File: config.mk
export PLATFORM = sky130hd
export DESIGN_NAME = fcsd_cell
export DESIGN_NICKNAME = d
export VERILOG_FILES = /design/src/rtl/fcsd_pkg.sv /design/src/rtl/fcsd_cell.sv
export SDC_FILE = /design/constraint.sdc
export NUM_CORES = 1
export LEC_CHECK = 0
export BUFFER_PORTS_ARGS = -buffer_cell sky130_fd_sc_hd__buf_2
export CAP_MARGIN = 0
export CORE_AREA = 2 2 153 155
export CTS_CLUSTER_SIZE = 20
export DETAILED_ROUTE_END_ITERATION = 6
export DIE_AREA = 0 0 155 157
export PLACE_DENSITY = 0.69
export SYNTH_ARGS = -nofsm -noshare
export SYNTH_HDL_FRONTEND = slang
export SYNTH_SLANG_ARGS = --single-unit
File: constraint.sdc
create_clock -name i_clk -period 9.1 [get_ports i_clk]
set_input_delay 1.82 -clock i_clk [delete_from_list [all_inputs] [get_ports i_clk]]
set_output_delay 1.82 -clock i_clk [all_outputs]
set_load 0.05 [all_outputs]
File: src/rtl/fcsd_pkg.sv
// package: shared types and constants for the floor/ceil signed divider
`default_nettype none
package fcsd_pkg;
    localparam logic [1:0] FN_FLOOR_Q = 2'd0;
    localparam logic [1:0] FN_FLOOR_R = 2'd1;
    localparam logic [1:0] FN_CEIL_Q  = 2'd2;
    localparam logic [1:0] FN_RSVD    = 2'd3;
    localparam logic [1:0] ST_OK   = 2'd0;
    localparam logic [1:0] ST_DIV0 = 2'd1;
    localparam logic [1:0] ST_OVF  = 2'd2;

    // per-transaction control carried down the cell chain
    typedef struct packed {
        logic       vld;
        logic [1:0] func;
        logic       a_neg;
        logic       b_neg;
        logic       b_zero;
        logic       ovf;
    } t_ctl;
endpackage
`default_nettype wire

File: src/rtl/fcsd_cell.sv
// cell: one restoring division step on unsigned magnitudes
`default_nettype none
module fcsd_cell #(
    parameter int WIDTH = 64
) (
    input  wire logic              i_clk,
    input  wire logic              i_rst_n,
    input  wire fcsd_pkg::t_ctl    i_ctl,
    input  wire logic [WIDTH-1:0]  i_rem,
    input  wire logic [WIDTH-1:0]  i_quo,
    input  wire logic [WIDTH-1:0]  i_den,
    output fcsd_pkg::t_ctl         o_ctl,
    output logic [WIDTH-1:0]       o_rem,
    output logic [WIDTH-1:0]       o_quo,
    output logic [WIDTH-1:0]       o_den
);
    import fcsd_pkg::*;
    logic [WIDTH:0] n_shift;
    logic [WIDTH:0] n_diff;
    logic           n_ge;
    always_comb begin
        n_shift = {i_rem, i_quo[WIDTH-1]};
        n_diff  = n_shift - {1'b0, i_den};
        n_ge    = ~n_diff[WIDTH];
    end
    always_ff @(posedge i_clk) begin
        if (!i_rst_n) begin
            o_ctl.vld <= 1'b0;
        end else begin
            o_ctl.vld <= i_ctl.vld;
        end
        o_ctl.func   <= i_ctl.func;
        o_ctl.a_neg  <= i_ctl.a_neg;
        o_ctl.b_neg  <= i_ctl.b_neg;
        o_ctl.b_zero <= i_ctl.b_zero;
        o_ctl.ovf    <= i_ctl.ovf;
        o_rem <= n_ge ? n_diff[WIDTH-1:0] : n_shift[WIDTH-1:0];
        o_quo <= {i_quo[WIDTH-2:0], n_ge};
        o_den <= i_den;
    end
endmodule
`default_nettype wire

Yosys cells after proc, flatten, opt, wreduce, memory -nomap -nowiden --
Cells that the tools add are included.
Cells by class: bitwise logic cells 1, mux-type cells 1, add/subtract/negate cells 1
Operator list (count):
- 65-bit by 64-bit subtractor with 65-bit output | 1
- 64-bit 2-to-1 mux | 1
- 1-bit inverter | 1
Word-level totals: output and inout bits 199, bits in registers 199, bits of input ports 201

Longest topological paths before layout --
Gate-level depths: netlist of run 1.
depth in word-level cells 2, depth in mapped cells 14, mapped depth without buffers 13

Least setup slack after synthesis of run 1 --
OpenSTA, ideal clock, no wires.
path kind input -> register, start point in i_den[26], end point reg o_rem[59], setup slack 4402 ps, arrival 4574 ps, stages 10, cells stage by stage inv_1 ha_1 a21o_1 or4b_1 or4b_4 a311o_1 a211oi_2 o21ai_1 mux2i_1 mux2_1
On the way: cells in the longest elaborated chain, start to end 2
Ends and longest elaborated chain:
- start, declared | line fcsd_cell.sv:11 | input wire logic [WIDTH-1:0] i_den,
- 65-bit by 64-bit subtractor with 65-bit output | line fcsd_cell.sv:23 | n_diff = n_shift - {1'b0, i_den};
- 64-bit 2-to-1 mux | line fcsd_cell.sv:37 | o_rem <= n_ge ? n_diff[WIDTH-1:0] : n_shift[WIDTH-1:0];
- end signal, assigned | line fcsd_cell.sv:37
- end, declared | line fcsd_cell.sv:13 | output logic [WIDTH-1:0] o_rem,
No other way between the ends. A chain may end at the register's enable or synchronous reset.

Final worst setup path of run 1 --
start point in i_den[27], end point reg o_rem[57]
The elaborated chain is that of the path after synthesis.

==> flow_metrics.tcl, run 1 <==
set metrics [dict create \
    gp_congestion 0.860 \
    p_sw_share_pct 39.7 \
    grt-ovfl-total 0 \
    cts_made_buffers 17 \
    required_ps 9410 \
    relSlewSlack_pct 47.8 \
    p_sw_mw 1.07 \
    drc_errors 0 \
    tightest_slew_ps 776 \
    start_kind "input pin" \
    synthFlopType "dfxtp_1" \
    synth_fp_nets 1208 \
    synth.area.mux_share_pct 7.82 \
    cp.arrival_ps 5740 \
    die_w_um 155 \
    cts_hold_repair.buffers 0 \
    root_buffer "clkbuf_16" \
    finalSetupViolations 0 \
    clockPowerShare_pct 28.1 \
    fmax_mhz 184 \
    initial_utilization_pct 40.1 \
    internal-power_mw 1.62 \
    synth-async-reset-ratio_pct 0 \
    power_per_cell_area_nw_per_um2 226 \
    vdd_drop_max_uv 144 \
    io_buffer_count 399 \
    cts_setup_buffers 0 \
    ys_seq_elements 199 \
    core_area_um2 22500 \
    cts_htree_levels 4 \
    max_cap_viol_count 0 \
    syn-cell-area_um2 9030 \
    min_path_type "input pin to register" \
    synth.distinct_cells 71 \
    num-nets-final 1595 \
    p_seq_share_pct 37.1 \
    hold_viol 0 \
    cp_slowest_stage_delay_ps 630 \
    drive_above_1_share_pct 33.6 \
    ys_seq_area_share_pct 44.1 \
    drt_iter0_drc 390 \
    fin_ws_ps 3670 \
    dp_hpwl_mm 21.7 \
    tritoncts "done" \
    use_met3_pct 4.30 \
    first_global_vias 7944 \
    rows 55 \
    top_usage_layer "met2" \
    syn_to_final_growth_pct 31.5 \
    synth_xor_area_share_pct 5.53 \
    grt_use_met1_pct 24.9 \
    antenna_found_initial 2 \
    cts-resized-gates 0 \
    tns_ps 0 \
    status "finished, final reports clean" \
    dr.pass1.iters 5 \
    crit_type "input pin to register" \
    yosys.area_share.simple_pct 11.2 \
    clock_sinks 199 \
    drt-vias-per-instance 4.97 \
    p_comb_share_pct 34.8 \
    clock_path_buffers 2 \
    slew_violations 0 \
    ios 400 \
    syn_avg_cell_area_um2 9.58 \
    crit_family "buffers and inverters" \
    endpoint_kind "register" \
    path_max_fanout 47 \
    synth-edff-count 0 \
    path_common_cell "nand4_1" \
    min_period_ps 5430 \
    clk_pin_slew_ps 80 \
    grt_setup_unrepaired "false" \
    critical_path_buf_inv_count 4 \
    post-place-ws_ps 3190 \
    cpMaxStageDelayCell "buf_4" \
    grt_util_met2_pct 37.7 \
    fin_crit_sh_pct 59.7 \
    routed_wl_mm 26.3 \
    grt_pass1_wl_mm 40.4 \
    synth_top_family_by_area "compound AO/OA/AOI/OAI gates" \
    synth_compound_area_share_pct 17.1 \
    vias 8094 \
    grt_start_max_net_pins 48 \
    syn_inst 942 \
    grt.total_usage_pct 20.7 \
    crit_chain "buf_2 -> inv_1 -> ha_1 -> nand4_1 -> nor4b_2 -> nand4_1 -> o22a_1 -> a21oi_1 -> o21ai_1 -> and2_1 -> o211a_2 -> inv_2 -> buf_4 -> mux2_2" \
    leakage_nw 5.96 \
    routedWlPerCell_um 16.2 \
    dieArea_um2 24300 \
    power_mw 2.69 \
    synthAdderAreaFrac_pct 9.09 \
    die_h_um 157 \
    ant_nets 0 \
    yosysWarnings 0 \
]
==> flip-flops by register name, indices dropped and copies added (netlist names) <==
signal  count
o_quo      64
o_den      64
o_rem      64
o_ctl       7
==> final timing paths <==
check / from / cells past startpoint / end / slack (ps)
worst max-delay path: i_den[27] / 14 / o_rem[57]$_DFF_P_ / 3670
worst min-delay path: i_quo[22] / 1 / o_quo[23]$_DFF_P_ / 1480
==> cell type report <==
cell class              instances  area (um^2)
clock buffers                  18          429
diodes                          1         2.50
well taps                     285          357
inverters                      88          330
flip-flops and latches        199         3980
repair buffers                401         2010
fillers                      2139        10600
multi-input cells             622         4580
clock inverters                14          180
==> logic make-up (layout without fill, tap and decap cells) <==
| logic type | count (synthesis) | in the layout |
|---|---|---|
| flops | 199 | 199 |
| simple gates | 201 | 201 |
| mux | 63 | 63 |
| compound gates | 236 | 236 |
| other cells | 0 | 1 |
| buf+inv | 121 | 521 |
| xor+xnor | 57 | 57 |
| fa+ha+maj | 65 | 65 |
==> cells in the mapped netlist (3+ instances only) <==
cell,count,area share (%)
dfxtp_1,199,44
inv_1,87,3.6
a21oi_1,78,4.3
ha_1,64,8.9
nand2_1,62,2.6
mux2_1,48,6.0
nor2_1,42,1.7
xnor2_1,34,3.3
a21o_1,32,2.7
clkbuf_1,26,1.1
xor2_1,23,2.2
nand4_1,22,1.5
o21ai_0,19,1.1
o21ai_1,17,0.94
o21bai_1,15,1.2
nor2b_1,11,0.76
nand3_1,10,0.55
and3_1,9,0.62
a31oi_1,8,0.55
mux2_2,8,1.0
nand2b_1,8,0.55
nor3_1,8,0.44
and2_1,6,0.42
buf_2,6,0.33
mux2i_1,6,0.67
o21a_1,6,0.50
a211oi_1,5,0.42
a311oi_1,5,0.49
o31ai_1,5,0.42
a211o_1,4,0.39
a21boi_0,4,0.33
o211ai_1,4,0.33
or2_1,4,0.28
a31o_1,3,0.29
and4_1,3,0.29
o2111ai_1,3,0.29
o22ai_1,3,0.21
or3_1,3,0.21
==> metal layers <==
| layer | vias to the layer above | part of all wire (%) |
|---|---|---|
| met5 | - | 0.049 |
| met4 | 2 | 1.3 |
| met3 | 25 | 6.8 |
| met2 | 319 | 50 |
| met1 | 3669 | 42 |
| li1 | 4079 | - |
==> cell usage in the layout, fill, tap and decap left out, drive strengths merged, types with 4 or more instances in the layout <==
cell / count
and3: 9
and2: 6
inv: 93
buf: 401
o31ai: 5
a21boi: 5
a311oi: 5
a21oi: 79
xor2: 23
mux2i: 6
a31o: 4
nand2: 62
nand4: 22
nand3: 10
dfxtp: 199
o21a: 6
nor2: 42
nor2b: 11
o211ai: 4
a211oi: 6
nand2b: 8
or2: 7
o21ai: 36
nor3: 8
ha: 64
a31oi: 8
mux2: 57
clkbuf: 18
a211o: 4
o21bai: 15
clkinv: 9
xnor2: 34
a21o: 32
==> stage by stage <==
| step | area [um^2] | instances | util (%) | hold WS (ps) |
|---|---|---|---|---|
| 2_1_floorplan | 9030 | 942 | - | 1850 |
| 3_3_place_gp | 11300 | 1595 | 50.0 | 1920 |
| 3_5_place_dp | 11300 | 1595 | 50.0 | 1920 |
| 4_1_cts | 11900 | 1627 | 52.8 | 1460 |
| 5_1_grt | 11900 | 1627 | 52.8 | 1450 |
| 6_report | 11900 | 1628 | 52.8 | 1480 |
==> power groups by stage <==
| stage | sequential (mW) | combinational, mW | clock (mW) |
|---|---|---|---|
| final | 0.996 | 0.935 | 0.755 |
| after global routing | 1.01 | 0.994 | 0.816 |
| after CTS | 0.997 | 0.939 | 0.781 |
| after detailed placement | 1.02 | 0.936 | 0 |
| after global placement | 1.02 | 0.928 | 0 |
| after floorplan | 1.39 | 0.323 | 0 |
No activity file was read; power rests on OpenSTA's default activity.
==> run 2: changes to the inputs <==
- ABC_AREA: not set -> 1
- CORE_AREA: 2 2 153 155 -> 2 2 156 158
- DIE_AREA: 0 0 155 157 -> 0 0 158 160
- PLACE_DENSITY: 0.69 -> 0.77
- clock period: 9.1 -> 5.4 ns (I/O delays scaled with it)
==> run 2 against run 1 <==
  * The flow now finishes with violations (DRC)
  * Hold slack worse by 770 ps
  * Clock power is 79% higher
  * Die area is 3.9% higher
  * Cell area is 19% higher
  * Critical path depth is 6 higher
  * Largest power group unchanged
  * Highest routed layer is now met4
==> flow_metrics.tcl, run 2 <==
set metrics [dict create \
    cp.arrival_ps 3980 \
    first_global_vias 11400 \
    clock_path_buffers 2 \
    min_period_ps 3580 \
    core_area_um2 23800 \
    most-common-layout-cells "nand2_1 (789), buf_2 (399), inv_1 (389), dfxtp_1 (199), nor2_1 (103)" \
    ant_nets 0 \
    grt_pass1_wl_mm 60.9 \
    start_kind "input pin" \
    synthFlopType "dfxtp_1" \
    synth-edff-count 0 \
    synth_fp_nets 2071 \
    n_fill_cell 2441 \
    antenna_found_initial 1 \
    die_w_um 158 \
    drc_errors 1 \
    synth_top_area_cell "dfxtp_1" \
    ys_seq_area_share_pct 35.5 \
    tns_ps 0 \
    syn_avg_cell_area_um2 6.21 \
    cts_htree_levels 4 \
    clock_sinks 199 \
    required_ps 5800 \
    tightest_slew_ps 782 \
    max_cap_viol_count 0 \
    min_path_type "input pin to register" \
    path_max_fanout 37 \
    die_h_um 160 \
    cts-resized-gates 0 \
    status "complete, but fails checks" \
    endpoint_kind "register" \
    slew_violations 0 \
    ys_seq_elements 199 \
    layout_commonest_cell "nand2_1" \
    root_buffer "clkbuf_16" \
    violations "DRC" \
    clk_pin_slew_ps 90 \
    num-nets-final 2477 \
    power_mw 4.62 \
    grt_setup_unrepaired "false" \
    leakage_nw 8.88 \
    syn-cell-area_um2 11200 \
    io_buffer_count 399 \
    grt_start_max_net_pins 65 \
    syn_to_final_growth_pct 25.9 \
    syn_inst 1805 \
    crit_type "input pin to register" \
    drive_above_1_share_pct 21.4 \
    yosysTopAreaCellShare_pct 35.5 \
    fmax_mhz 279 \
    dr.pass1.iters 7 \
    cts_made_buffers 17 \
    finalSetupViolations 0 \
    yosys-top-cells-area "dfxtp_1 (36%), nand2_1 (26%), inv_1 (13%)" \
    ios 400 \
    reg.largest.list "o_den x64, o_quo x64, o_rem x64" \
    routed_wl_mm 41.0 \
    synth.distinct_cells 31 \
    yosysWarnings 0 \
    vias 12100 \
    gp_congestion 0.998 \
    synth-async-reset-ratio_pct 0 \
    tritoncts "done" \
    cts_hold_repair.buffers 0 \
    drt_iter0_drc 864 \
    cts_setup_buffers 0 \
    fin_crit_sh_pct 66.3 \
    power_per_cell_area_nw_per_um2 327 \
    yosysMostFrequentCell "nand2_1" \
    initial_utilization_pct 47.1 \
    routedWlPerCell_um 16.1 \
    vdd_drop_max_uv 208 \
    dieArea_um2 25300 \
    drt-vias-per-instance 4.73 \
    grt-ovfl-total 0 \
    dp_hpwl_mm 34.5 \
    relSlewSlack_pct 47.7 \
    synth_common_cells "nand2_1 (789), inv_1 (389), dfxtp_1 (199)" \
    grt.total_usage_pct 31.7 \
    rows 57 \
    hold_viol 0 \
]
## run 2: changes by cell type in the layout (fill, tap and decap cells not counted), moves of 32 or more
cell / before / now
a21o_1: 32 / 0
inv_1: 87 / 389
mux2_1: 48 / 0
nand2_1: 62 / 789
nand3_1: 10 / 70
nor2_1: 42 / 103
xnor2_1: 34 / 1
## run 2: worst paths after layout
check | depth (start not counted) | to | start | slack [ps]
setup / recovery | 20 | o_rem[32]$_DFF_P_ | i_quo[63] | 1820
hold / removal | 1 | o_quo[38]$_DFF_P_ | i_quo[37] | 710
## run 2: cell families (layout without fill, tap and decap cells)
| logic type | Yosys count | after routing | share of synthesized area [%] |
|---|---|---|---|
| AO/OA/AOI/OAI | 65 | 65 | 3.08 |
| XOR/XNOR | 31 | 31 | 2.42 |
| flip-flops | 199 | 199 | 35.5 |
| other | 0 | 1 | 0 |
| adder cells (fa/ha/maj) | 65 | 65 | 7.32 |
| buffers and inverters | 407 | 826 | 14.4 |
| AND/OR/NAND/NOR | 1038 | 1038 | 37.2 |
## run 2: critical path, cell delays in order
cell and delay (ps):
buf_2 90, inv_1 40, ha_1 220, fa_1 430, inv_1 100, nand2_1 50, nand2_1 60, nand3_1 70
nand2_2 130, nand2_1 80, nand2_2 100, nand2_1 70, nand2_2 150, nand2_2 100, nand2_2 90, nand2_2 50
nand2_2 570, buf_12 290, nand2_1 80, nand2_1 70
## run 2: where the power goes
| group | internal, mW | switching [mW] | leakage [nW] |
|---|---|---|---|
| sequential | 1.61 | 0.0405 | 1.68 |
| clock | 0.649 | 0.696 | 0.301 |
| combinational | 0.409 | 1.21 | 6.90 |
| total | 2.67 | 1.95 | 8.88 |
## run 2: per-stage QoR
| step | std cells | hold slack [ps] | utilization, % | instance area, um^2 | setup slack, ps |
|---|---|---|---|---|---|
| floorplan | 1805 | 1110 | - | 11200 | 2390 |
| global placement | 2516 | 1180 | 56.7 | 13500 | 1480 |
| detailed placement | 2516 | 1180 | 56.7 | 13500 | 1390 |
| CTS | 2548 | 711 | 59.3 | 14100 | 1860 |
| global route | 2549 | 704 | 59.3 | 14100 | 1580 |
| finish | 2549 | 715 | 59.3 | 14100 | 1820 |
## run 2: metal layers
layer  global-route usage (%)  share of wire (%)
met1                     39.7                 42
met2                     53.8                 47
met3                     6.40                7.8
met4                     11.1                3.4
met5                        0                  0
## run 2: area by class of cell
class                   instances  area, um^2  area share [%]
diodes                          1        2.50          0.0177
clock buffers                  18         439            3.11
clock inverters                14         185            1.31
inverters                     394        1480            10.5
multi-input cells            1199        5610            39.7
flip-flops and latches        199        3980            28.2
well taps                     324         405            2.87
repair buffers                400        2020            14.3
